$ cat config.mk
export PLATFORM = sky130hd
export DESIGN_NAME = jvm_bytecode_decoder
export DESIGN_NICKNAME = d
export VERILOG_FILES = /design/src/rtl/core/jvmbd_pkg.sv /design/src/rtl/core/jvm_bytecode_decoder.sv
export SDC_FILE = /design/constraint.sdc
export NUM_CORES = 1
export LEC_CHECK = 0
export BUFFER_PORTS_ARGS = -buffer_cell sky130_fd_sc_hd__buf_2
export CORE_UTILIZATION = 65
export DETAILED_ROUTE_END_ITERATION = 7
export PLACE_DENSITY_LB_ADDON = 0.3
export SLEW_MARGIN = 25
export SYNTH_ARGS = -nofsm -noshare
export SYNTH_HDL_FRONTEND = slang
export SYNTH_SLANG_ARGS = --single-unit
$ cat constraint.sdc
create_clock -name clk -period 17.8 [get_ports clk]
set_input_delay 3.56 -clock clk [delete_from_list [all_inputs] [get_ports clk]]
set_output_delay 3.56 -clock clk [all_outputs]
set_load 0.005 [all_outputs]
$ cat src/rtl/core/jvmbd_pkg.sv
// Package of the bytecode decoder: request and result types, operand forms, switch phases.
`default_nettype none
package jvmbd_pkg;

  localparam int POS_BITS = 16;

  localparam logic [7:0] OP_BIPUSH       = 8'h10;
  localparam logic [7:0] OP_SIPUSH       = 8'h11;
  localparam logic [7:0] OP_LDC          = 8'h12;
  localparam logic [7:0] OP_IFEQ         = 8'h99;
  localparam logic [7:0] OP_JSR          = 8'ha8;
  localparam logic [7:0] OP_IINC         = 8'h84;
  localparam logic [7:0] OP_TABLESWITCH  = 8'haa;
  localparam logic [7:0] OP_LOOKUPSWITCH = 8'hab;
  localparam logic [7:0] OP_INVOKEIFACE  = 8'hb9;
  localparam logic [7:0] OP_NEWARRAY     = 8'hbc;
  localparam logic [7:0] OP_MULTIANEW    = 8'hc5;
  localparam logic [7:0] OP_GOTO_W       = 8'hc8;

  typedef enum logic [3:0] {
    F_NONE    = 4'd0,
    F_BYTE    = 4'd1,
    F_POOL16  = 4'd2,
    F_IMM16   = 4'd3,
    F_IINC    = 4'd4,
    F_BR16    = 4'd5,
    F_BR32    = 4'd6,
    F_IFACE   = 4'd7,
    F_MULTI   = 4'd8,
    F_TBLHDR  = 4'd9,
    F_LKPHDR  = 4'd10,
    F_ENTRY   = 4'd11,
    F_UNKNOWN = 4'd12
  } form_t;

  typedef enum logic [7:0] {
    PH_IDLE    = 8'b0000_0001,
    PH_PAD     = 8'b0000_0010,
    PH_DEFAULT = 8'b0000_0100,
    PH_LOW     = 8'b0000_1000,
    PH_HIGH    = 8'b0001_0000,
    PH_TBL_OFS = 8'b0010_0000,
    PH_LKP_KEY = 8'b0100_0000,
    PH_LKP_OFS = 8'b1000_0000
  } phase_t;

  typedef struct packed {
    form_t      form;
    logic [2:0] len;
  } cls_t;

  typedef struct packed {
    logic [7:0] code_byte;
    logic       code_last;
  } in_req_t;

  typedef struct packed {
    logic [15:0]        start_offset;
    logic [7:0]         opcode;
    form_t              form;
    logic signed [31:0] operand_a;
    logic signed [31:0] operand_b;
    logic signed [31:0] branch_target;
    logic               cut_short;
  } out_req_t;

endpackage
`default_nettype wire

$ cat src/rtl/core/jvm_bytecode_decoder.sv
// Top level of the bytecode decoder: per-byte instruction framing and operand decode.
`default_nettype none
// The decoder takes one code byte per cycle (in_data.code_byte, with
// in_data.code_last on the final byte of a method) and gives at most one
// result request per byte: the instruction's start offset, opcode, operand
// form and decoded operands. Each byte is decoded in a single pass of
// combinational logic from the decoder state registers into an output
// register, so a new byte is taken every cycle; the output register lets the
// next byte in while a result still waits, and in_ready drops only when a
// result is held and out_ready is low. Each result is registered: it appears
// in the cycle after the byte that completes its instruction. tableswitch and
// lookupswitch give one header result and then one result per entry; switch
// padding aligns to 4 bytes of code offset. A method that ends mid-instruction
// produces a result flagged cut_short. Offsets wrap at POS_BITS bits.
module jvm_bytecode_decoder
  import jvmbd_pkg::*;
(
  input  wire logic     clk,
  input  wire logic     rst_n,
  input  wire logic     in_valid,
  output logic          in_ready,
  input  wire in_req_t  in_data,
  output logic          out_valid,
  input  wire logic     out_ready,
  output out_req_t      out_data
);

  // decoder state
  logic [POS_BITS-1:0] pos_r, pos_nxt;
  logic [POS_BITS-1:0] start_r, start_nxt;
  logic [7:0]          op_r, op_nxt;
  form_t               form_r, form_nxt;
  logic [2:0]          left_r, left_nxt;
  logic [1:0]          pad_r, pad_nxt;
  logic [31:0]         gather_r, gather_nxt;
  logic [31:0]         held_op_r, held_op_nxt;
  logic [31:0]         held_def_r, held_def_nxt;
  logic [31:0]         ent_left_r, ent_left_nxt;
  logic [31:0]         key_r, key_nxt;
  phase_t              phase_r, phase_nxt;

  // result register
  logic                out_valid_r;
  out_req_t            out_data_r;

  // per-byte decode
  logic                accept;
  logic                emit;
  out_req_t            res;
  logic [7:0]          b;
  logic                last;
  logic [31:0]         g;
  logic [2:0]          left_dec;
  logic [31:0]         start32;
  logic [31:0]         cnt_sat;
  logic signed [33:0]  cnt;
  cls_t                cls;

  function automatic cls_t classify(input logic [7:0] op);
    cls_t c;
    c.form = F_UNKNOWN;
    c.len  = 3'd0;
    case (op) inside
      [8'h00:8'h0f], [8'h1a:8'h35], [8'h3b:8'h83], [8'h85:8'h98], [8'hac:8'hb1],
      8'hbe, 8'hbf, 8'hc2, 8'hc3: begin
        c.form = F_NONE;
      end
      OP_BIPUSH, OP_LDC, [8'h15:8'h19], [8'h36:8'h3a], 8'ha9, OP_NEWARRAY: begin
        c.form = F_BYTE;
        c.len  = 3'd1;
      end
      OP_SIPUSH: begin
        c.form = F_IMM16;
        c.len  = 3'd2;
      end
      8'h13, 8'h14, [8'hb2:8'hb8], 8'hbb, 8'hbd, 8'hc0, 8'hc1: begin
        c.form = F_POOL16;
        c.len  = 3'd2;
      end
      OP_IINC: begin
        c.form = F_IINC;
        c.len  = 3'd2;
      end
      [OP_IFEQ:OP_JSR], 8'hc6, 8'hc7: begin
        c.form = F_BR16;
        c.len  = 3'd2;
      end
      OP_GOTO_W, 8'hc9: begin
        c.form = F_BR32;
        c.len  = 3'd4;
      end
      OP_INVOKEIFACE: begin
        c.form = F_IFACE;
        c.len  = 3'd4;
      end
      OP_MULTIANEW: begin
        c.form = F_MULTI;
        c.len  = 3'd3;
      end
      OP_TABLESWITCH: begin
        c.form = F_TBLHDR;
      end
      OP_LOOKUPSWITCH: begin
        c.form = F_LKPHDR;
      end
      default: begin
        c.form = F_UNKNOWN;
      end
    endcase
    return c;
  endfunction

  // take a byte unless a result is held and not being taken
  assign in_ready  = !out_valid_r || out_ready;
  assign accept    = in_valid && in_ready;
  assign out_valid = out_valid_r;
  assign out_data  = out_data_r;

  always_comb begin
    pos_nxt      = pos_r;
    start_nxt    = start_r;
    op_nxt       = op_r;
    form_nxt     = form_r;
    left_nxt     = left_r;
    pad_nxt      = pad_r;
    gather_nxt   = gather_r;
    held_op_nxt  = held_op_r;
    held_def_nxt = held_def_r;
    ent_left_nxt = ent_left_r;
    key_nxt      = key_r;
    phase_nxt    = phase_r;
    emit         = 1'b0;
    res          = '0;

    b        = in_data.code_byte;
    last     = in_data.code_last;
    g        = {gather_r[23:0], b};
    left_dec = left_r - 3'd1;
    start32  = 32'(start_r);
    cls      = classify(b);

    // signed high - low + 1, clamped to 0 .. 0xFFFFFFFF
    cnt = {{2{g[31]}}, g} - {{2{held_op_r[31]}}, held_op_r} + 34'sd1;
    if (cnt[33] || cnt == 34'sd0) begin
      cnt_sat = '0;
    end else if (cnt[32]) begin
      cnt_sat = '1;
    end else begin
      cnt_sat = cnt[31:0];
    end

    if (phase_r == PH_IDLE && left_r == 3'd0) begin
      // opcode byte
      start_nxt  = pos_r;
      op_nxt     = b;
      form_nxt   = cls.form;
      gather_nxt = '0;
      if (cls.form == F_TBLHDR || cls.form == F_LKPHDR) begin
        if (~pos_r[1:0] != 2'd0) begin
          phase_nxt = PH_PAD;
          pad_nxt   = ~pos_r[1:0];
        end else begin
          phase_nxt = PH_DEFAULT;
          left_nxt  = 3'd4;
        end
      end else if (cls.len == 3'd0) begin
        emit     = 1'b1;
        res.form = cls.form;
      end else begin
        left_nxt = cls.len;
      end
    end else if (phase_r == PH_PAD) begin
      // drop padding bytes
      pad_nxt = pad_r - 2'd1;
      if (pad_nxt == 2'd0) begin
        phase_nxt  = PH_DEFAULT;
        left_nxt   = 3'd4;
        gather_nxt = '0;
      end
    end else begin
      // operand byte: shift into the gather word
      gather_nxt = g;
      left_nxt   = left_dec;
      if (left_dec == 3'd0) begin
        case (phase_r)
          PH_IDLE: begin
            emit = 1'b1;
            case (form_r)
              F_BYTE: begin
                res.form      = F_BYTE;
                res.operand_a = (op_r == OP_BIPUSH) ? {{24{g[7]}}, g[7:0]} : {24'd0, g[7:0]};
              end
              F_POOL16: begin
                res.form      = F_POOL16;
                res.operand_a = {16'd0, g[15:0]};
              end
              F_IMM16: begin
                res.form      = F_IMM16;
                res.operand_a = {{16{g[15]}}, g[15:0]};
              end
              F_IINC: begin
                res.form      = F_IINC;
                res.operand_a = {24'd0, g[15:8]};
                res.operand_b = {{24{g[7]}}, g[7:0]};
              end
              F_BR16: begin
                res.form          = F_BR16;
                res.branch_target = start32 + {{16{g[15]}}, g[15:0]};
              end
              F_BR32: begin
                res.form          = F_BR32;
                res.branch_target = start32 + g;
              end
              F_IFACE: begin
                res.form      = F_IFACE;
                res.operand_a = {16'd0, g[31:16]};
                res.operand_b = {24'd0, g[15:8]};
              end
              default: begin
                res.form      = F_MULTI;
                res.operand_a = {16'd0, g[23:8]};
                res.operand_b = {24'd0, g[7:0]};
              end
            endcase
            phase_nxt = PH_IDLE;
            left_nxt  = 3'd0;
            pad_nxt   = 2'd0;
          end
          PH_DEFAULT: begin
            held_def_nxt = g;
            phase_nxt    = PH_LOW;
            left_nxt     = 3'd4;
            gather_nxt   = '0;
          end
          PH_LOW: begin
            held_op_nxt = g;
            if (form_r == F_TBLHDR) begin
              phase_nxt  = PH_HIGH;
              left_nxt   = 3'd4;
              gather_nxt = '0;
            end else begin
              emit              = 1'b1;
              res.form          = F_LKPHDR;
              res.operand_a     = g;
              res.branch_target = start32 + held_def_r;
              if (!g[31] && g != 32'd0) begin
                ent_left_nxt = g;
                form_nxt     = F_ENTRY;
                phase_nxt    = PH_LKP_KEY;
                left_nxt     = 3'd4;
                gather_nxt   = '0;
              end else begin
                ent_left_nxt = '0;
                phase_nxt    = PH_IDLE;
                left_nxt     = 3'd0;
                pad_nxt      = 2'd0;
              end
            end
          end
          PH_HIGH: begin
            emit              = 1'b1;
            res.form          = F_TBLHDR;
            res.operand_a     = held_op_r;
            res.operand_b     = g;
            res.branch_target = start32 + held_def_r;
            key_nxt           = held_op_r;
            ent_left_nxt      = cnt_sat;
            if (cnt_sat != 32'd0) begin
              form_nxt   = F_ENTRY;
              phase_nxt  = PH_TBL_OFS;
              left_nxt   = 3'd4;
              gather_nxt = '0;
            end else begin
              phase_nxt = PH_IDLE;
              left_nxt  = 3'd0;
              pad_nxt   = 2'd0;
            end
          end
          PH_LKP_KEY: begin
            key_nxt    = g;
            phase_nxt  = PH_LKP_OFS;
            left_nxt   = 3'd4;
            gather_nxt = '0;
          end
          default: begin
            // table or lookup entry offset
            emit              = 1'b1;
            res.form          = F_ENTRY;
            res.operand_a     = key_r;
            res.branch_target = start32 + g;
            if (phase_r == PH_TBL_OFS) begin
              key_nxt = key_r + 32'd1;
            end
            ent_left_nxt = ent_left_r - 32'd1;
            if (ent_left_nxt == 32'd0) begin
              phase_nxt = PH_IDLE;
              left_nxt  = 3'd0;
              pad_nxt   = 2'd0;
            end else begin
              phase_nxt  = (phase_r == PH_TBL_OFS) ? PH_TBL_OFS : PH_LKP_KEY;
              left_nxt   = 3'd4;
              gather_nxt = '0;
            end
          end
        endcase
      end
    end

    // end of code: flag an unfinished instruction, return to offset zero
    if (last) begin
      if (phase_nxt != PH_IDLE || left_nxt != 3'd0) begin
        if (!emit) begin
          emit     = 1'b1;
          res      = '0;
          res.form = form_nxt;
        end
        res.cut_short = 1'b1;
      end
      phase_nxt = PH_IDLE;
      left_nxt  = 3'd0;
      pad_nxt   = 2'd0;
      pos_nxt   = '0;
    end else begin
      pos_nxt = POS_BITS'(pos_r + 1'b1);
    end

    res.start_offset = 16'(start_nxt);
    res.opcode       = op_nxt;
  end

  always_ff @(posedge clk) begin
    if (!rst_n) begin
      pos_r       <= '0;
      start_r     <= '0;
      op_r        <= '0;
      form_r      <= F_NONE;
      left_r      <= '0;
      pad_r       <= '0;
      gather_r    <= '0;
      held_op_r   <= '0;
      held_def_r  <= '0;
      ent_left_r  <= '0;
      key_r       <= '0;
      phase_r     <= PH_IDLE;
      out_valid_r <= 1'b0;
    end else begin
      if (accept) begin
        pos_r       <= pos_nxt;
        start_r     <= start_nxt;
        op_r        <= op_nxt;
        form_r      <= form_nxt;
        left_r      <= left_nxt;
        pad_r       <= pad_nxt;
        gather_r    <= gather_nxt;
        held_op_r   <= held_op_nxt;
        held_def_r  <= held_def_nxt;
        ent_left_r  <= ent_left_nxt;
        key_r       <= key_nxt;
        phase_r     <= phase_nxt;
        out_valid_r <= emit;
      end else if (out_ready) begin
        out_valid_r <= 1'b0;
      end
    end
  end

  // hold the result payload until a new result replaces it
  always_ff @(posedge clk) begin
    if (accept && emit) begin
      out_data_r <= res;
    end
  end

endmodule
`default_nettype wire

; ---- After elaboration in Yosys (flattened, before gate mapping)
; Index checks and enable logic that the tools add are counted.
[word_totals]
ram_bits = 0
elab_cells = 266
input_bits = 13
rom_bits = 0
out_inout_bits = 127
latchBits = 0
mem_count = 0
regBits = 335
[classes]
div = 0
n_addsub = 10
multipliers = 0
bitwise = 5
n_mux = 113
eq_ne = 51
n_lt_le_gt_ge = 18
shift = 0
reduce_logical = 49
[ops]
columns = operator, count
row1 = two-way mux 101 bit, 3
row2 = one-hot mux 32 bit (3 select lines), 3
row3 = two-way mux 32 bit, 7
row4 = two-way mux 100 bit, 2
row5 = two-way mux 24 bit, 8
row6 = one-hot mux 32 bit (6 select lines), 1
row7 = equality test 8 bit (second input constant), 19
row8 = one-hot mux 36 bit (4 select lines), 1
row9 = one-hot mux 32 bit (2 select lines), 2
row10 = one-hot mux 32 bit (4 select lines), 1
row11 = two-way mux 96 bit, 1
row12 = one-hot mux 24 bit (4 select lines), 1
row13 = two-way mux 3 bit, 24
row14 = two-way mux 4 bit, 17
row15 = adder 16 x 32 -> 32 bit, 2
row16 = two-way mux 8 bit, 8
row17 = nonzero test 32 bit, 2
row18 = equality test 8 x 5 -> 1 bit (second input constant), 7
row19 = less-or-equal comparator 8 bit (second input constant), 5
row20 = one-hot mux 8 bit (5 select lines), 1
row21 = two-way mux 36 bit, 1
row22 = adder 33 x 2 -> 34 bit (second input constant), 1
row23 = zero test 34 bit, 1
row24 = subtractor 32 x 32 -> 33 bit, 1
row25 = 60 further kinds, 127

; ---- Longest topological paths before layout
[logic_depth]
ltp_word = 21
ltp_mapped = 18
ltp_nobuf = 17

; ---- Worst setup path before layout
; No wires, ideal clock.
[synth_timing]
kind = input port to flip-flop
start = input in_data[2] (netlist bit)
end = register out_data_r (netlist bit out_data[0]), enable pin
required_time_ps = 17147
path_buffers = 0
arrival_ps = 12733
setup_time_ps = 653
path_stages = 16
path_slack_ps = 4414
path_cell_list = inv_1 > ha_1 > inv_1 > ha_1 > fa_1 > a21o_1 > a41o_1 > o21a_1 > o21ai_0 > a21oi_1 > o21ai_0 > a211oi_1 > and4_1 > a21oi_1 > nor3_2 > o22ai_1
[synth_via]
elab_chain_len = 21
elab_cells_between_ends = 115
classes_between = 2 x add/sub / 18 x order compare / 27 x eq/ne / 44 x mux / 24 x reduce/logical
[synth_rtl]
columns = element, line
row1 = "start, declared", jvm_bytecode_decoder.sv:22  ; input wire in_req_t in_data,
row2 = "parallel branches: the longest is 19 deep, another holds adder 33 x 2 -> 34 bit", -
row3 = two-way mux 1 bit *, jvm_bytecode_decoder.sv:310  ; if (last) begin
row4 = logical AND 1 bit *, jvm_bytecode_decoder.sv:369  ; if (accept && emit) begin
row5 = "end signal, assigned", jvm_bytecode_decoder.sv:370  ; out_data_r <= res;
row6 = "end, declared", jvm_bytecode_decoder.sv:44  ; out_req_t out_data_r;
; Mark *: on every way between the ends.
; A chain may end at the register's enable or synchronous reset.

; ---- Final worst setup path
[layout_timing]
start = input in_data[2] (netlist bit)
end = register out_data_r (netlist bit out_data[95]), enable pin
; The elaborated chain is that of the path after synthesis.

==> impl_metrics.csv <==
group,metric,value,unit
worst_setup_path,critPathLaunchType,"input pin",
routing,wl_met1,28.0,mm
status,status,"completed",
timing,rsz0062_at_grt,"false",
finish,layout.nets,2983,
timing,relSlewSlack,28.0,%
finish,drive_above_1_share,9.72,%
worst_hold_path,hold_path_class,"flop to flop",
synth,syn_avg_cell_area,7.86,um2
routing,vias_per_cell,6.95,
finish,area_growth,9.48,%
routing,wl_per_cell,23.1,um
timing,max_freq,102,MHz
routing,routed_wl,77.2,mm
floorplanning,dieWidth,187,um
placed_design,dpl.hpwl,53.4,mm
worst_setup_path,endpoint_kind,"flop",
floorplanning,die_h,187,um
timing,setup_tns,0,ns
placed_design,globalplace.congestion,1.03,
timing,slew_viol_final,0,
finish,n_fill_cell,2617,
power,vdd_drop_max,84.0,uV
timing,clock_skew,0.0241,ns
routing,vias,23200,
global_routing,grt_pass1_wl,118,mm
clock_tree,insertion_delay,0.55,ns
timing,timing.final.ws_setup,8.04,ns
routing,drt_iter0_markers,3369,
global_routing,grt_usage,42.8,%
floorplanning,die_area,35000,um2
placed_design,io_buffers,139,
synth,yosys_warnings,0,
routing,highest_layer,"met4",
clock_tree,cts-resized-gates,0,
global_routing,grt_overflow,0,
floorplanning,num_io_pins,140,
timing,setup_viol,0,
routing,met2_length,34.5,mm
timing,hold_viol,0,
clock_tree,path_clk_slew,0.07,ns
placed_design,place_ws,7.71,ns
clock_tree,clockRootBuffer,"clkbuf_16",
floorplanning,core,33600,um2
power,leakage,9.20,nW
clock_tree,ctsHoldBuffers,0,
synth,synth_nets,2951,
timing,post-route-period-util,54.9,%
floorplanning,start_util,66.1,%
synth,synth_async_sr_flop_share,0,%
clock_tree,htree_num_levels,2,
job,maxCapViolations,0,
global_routing,grt_pass1_vias,21100,
worst_setup_path,worstPathMaxFanout,64,
synth,synth_edf_count,125,
timing,worst_slew_pin_slew,1.07,ns
clock_tree,cts_buffers,37,
worst_setup_path,required,17.98,ns
clock_tree,cts_setup_buffers,0,
routing,drtAntennaViolNets,0,
clock_tree,clock_sinks,335,
placed_design,placed_area,23200,um2
routing,post-route-drc-count,0,
clock_tree,clockBufferDepth,3,
routing,drt_first_pass_iters,6,
floorplanning,rows,67,
synth,synth_flop_cell,"dfxtp_1",
synth,ys_types,82,
synth,syn_inst,2830,
synth,ys_seq_area_share,35.8,%
power,powerDensity,87.5,nW/um2
routing,wl_met3,9.91,mm
worst_setup_path,worst-setup-path-type,"input pin to flop",
global_routing,antenna_found_initial,2,
timing,min_period,9.76,ns
synth,synth_area,22200,um2
finish,fin_area,24300,um2
synth,synth-seq-cells,335,
clock_tree,cts_tree,"built",
worst_setup_path,worst_ep_arrival_time,9.95,ns
global_routing,grt_max_degree,79,
==> flip-flops by register name, summed over array words and instances, names as in the netlist <==
name,count
left_r,3
start_r,16
ent_left_r,32
form_r,4
held_op_r,32
out_data,125
op_r,8
phase_r,8
pos_r,16
out_valid,1
pad_r,2
held_def_r,32
gather_r,24
key_r,32
==> worst max-delay path: stages <==
cell       delay [ns]
buf_2            0.42
inv_1            0.27
ha_1             0.34
inv_1            0.04
ha_1             0.23
fa_1             0.41
xor2_1           0.16
or4_1            0.39
or4_1            0.59
nand4bb_1        0.23
or4_1            0.43
nor4_1           0.39
nand4_1          0.21
o21a_1           0.42
o31a_1           0.36
nor3_2           0.39
o22ai_4          0.11
buf_4            0.38
buf_4            0.50
==> through the flow <==
step	cells	power, mW	utilization [%]	hold WS [ns]
6_report	3341	2.13	72.4	0.466
3_5_place_dp	3271	1.38	69.0	0.454
4_1_cts	3338	2.11	72.4	0.462
2_1_floorplan	2830	1.23	-	0.440
5_1_grt	3338	2.20	72.4	0.481
3_3_place_gp	3271	1.38	69.0	0.446
==> worst paths after layout <==
kind                            cells past startpoint  slack [ns]                   startpoint                           to
worst max-delay path                               19        8.04                   in_data[2]       out_data[95]$_DFFE_PP_
worst min-delay path                                2        0.47  held_def_r[10]$_SDFFE_PN0P_  held_def_r[10]$_SDFFE_PN0P_
worst max register to register                     16       11.09    gather_r[17]$_SDFFE_PN0P_       out_data[95]$_DFFE_PP_
worst min register to register                      2        0.47  held_def_r[10]$_SDFFE_PN0P_  held_def_r[10]$_SDFFE_PN0P_
==> metal layers <==
metal  global-route usage (%)  up-vias
li1                         -    10400
met1                     54.8    10800
met2                     68.2     1674
met3                     8.78      331
met4                     23.1        0
met5                        0        -
==> kinds of logic (layout without fill, tap and decap cells) <==
group | Yosys count | after routing | synth area share (%)
AOI/OAI and AO/OA | 854 | 854 | 24.6
xor gates and xnor gates | 121 | 121 | 4.77
adders and majority gates | 108 | 108 | 6.18
buffers and inverters | 278 | 338 | 4.74
DFF | 335 | 335 | 35.8
muxes | 6 | 6 | 0.281
other | 0 | 3 | 0
and+or+nand+nor | 1128 | 1128 | 23.6
==> where the power goes <==
part	switching, mW	internal [mW]
Combinational	0.326	0.160
Sequential	0.0333	0.868
Clock	0.328	0.416
==> placed cells by master, fill, tap and decap left out, types with 7 or more instances in the layout <==
cell / netlist / layout
o21ai_0: 198 / 198
and2_1: 19 / 19
o21a_1: 17 / 17
a22oi_1: 55 / 55
nand2_1: 404 / 403
dfxtp_1: 210 / 210
nor3b_1: 13 / 13
xor2_1: 59 / 59
o211ai_1: 11 / 11
or3_1: 28 / 28
a32oi_1: 9 / 9
ha_1: 105 / 105
nand4_1: 35 / 35
xnor2_1: 62 / 62
a31oi_1: 28 / 28
buf_2: 8 / 139
a21o_1: 26 / 26
buf_4: 0 / 58
o2111ai_1: 7 / 7
nor2_1: 304 / 302
nor2b_1: 21 / 21
or4_1: 10 / 10
and4_1: 13 / 12
a221oi_1: 74 / 74
edfxtp_1: 125 / 125
nand2b_1: 32 / 32
o31ai_1: 12 / 12
and3_1: 41 / 41
a211oi_1: 33 / 33
nor3_1: 75 / 75
o22ai_1: 10 / 9
nor4_1: 29 / 29
nand3_1: 72 / 71
a22o_1: 28 / 28
o21bai_1: 7 / 7
a21oi_1: 259 / 257
clkbuf_1: 179 / 12
inv_1: 73 / 73
clkbuf_16: 0 / 37
==> area by class of cell <==
cell class                      count  area [um2]  share of cell area [%]
Clock buffer                       52        1010                    4.16
Antenna cell                        3        7.51                  0.0308
Inverter                           74         280                    1.15
Clock inverter                     15         128                   0.524
Sequential cell                   335        7960                    32.7
Multi-Input combinational cell   2217       13300                    54.5
Timing Repair Buffer              197        1130                    4.65
Tap cell                          448         561                    2.30
==> synth_stat cells, types with 6 or more instances <==
| cell | number | area (um2) |
|---|---|---|
| nand3_1 | 72 | 360 |
| nor2b_1 | 21 | 131 |
| o21ai_1 | 8 | 40.0 |
| a22o_1 | 28 | 245 |
| dfxtp_1 | 210 | 4200 |
| edfxtp_1 | 125 | 3750 |
| xnor2_1 | 62 | 543 |
| o21bai_1 | 7 | 52.6 |
| a2111oi_0 | 6 | 52.6 |
| nor3b_1 | 13 | 97.6 |
| nand4_1 | 35 | 219 |
| xor2_1 | 59 | 517 |
| nor4_1 | 29 | 181 |
| a21o_1 | 26 | 195 |
| or3_1 | 28 | 175 |
| a21oi_1 | 259 | 1300 |
| o21a_1 | 17 | 128 |
| and4_1 | 13 | 114 |
| a31oi_1 | 28 | 175 |
| nand2b_1 | 32 | 200 |
| o2111ai_1 | 7 | 61.3 |
| clkbuf_1 | 179 | 672 |
| a32oi_1 | 9 | 78.8 |
| and3_1 | 41 | 257 |
| o31ai_1 | 12 | 90.1 |
| ha_1 | 105 | 1310 |
| nor2_1 | 304 | 1140 |
| o211ai_1 | 11 | 82.6 |
| nor3_1 | 75 | 375 |
| a22oi_1 | 55 | 413 |
| o211a_1 | 6 | 60.1 |
| a221oi_1 | 74 | 648 |
| and2_1 | 19 | 119 |
| o22ai_1 | 10 | 62.6 |
| buf_2 | 8 | 40.0 |
| o21ai_0 | 198 | 991 |
| buf_1 | 17 | 63.8 |
| a211oi_1 | 33 | 248 |
| or4_1 | 10 | 75.1 |
| nand2_1 | 404 | 1520 |
| inv_1 | 73 | 274 |
Note: power is estimated with default switching activity, not from simulation.
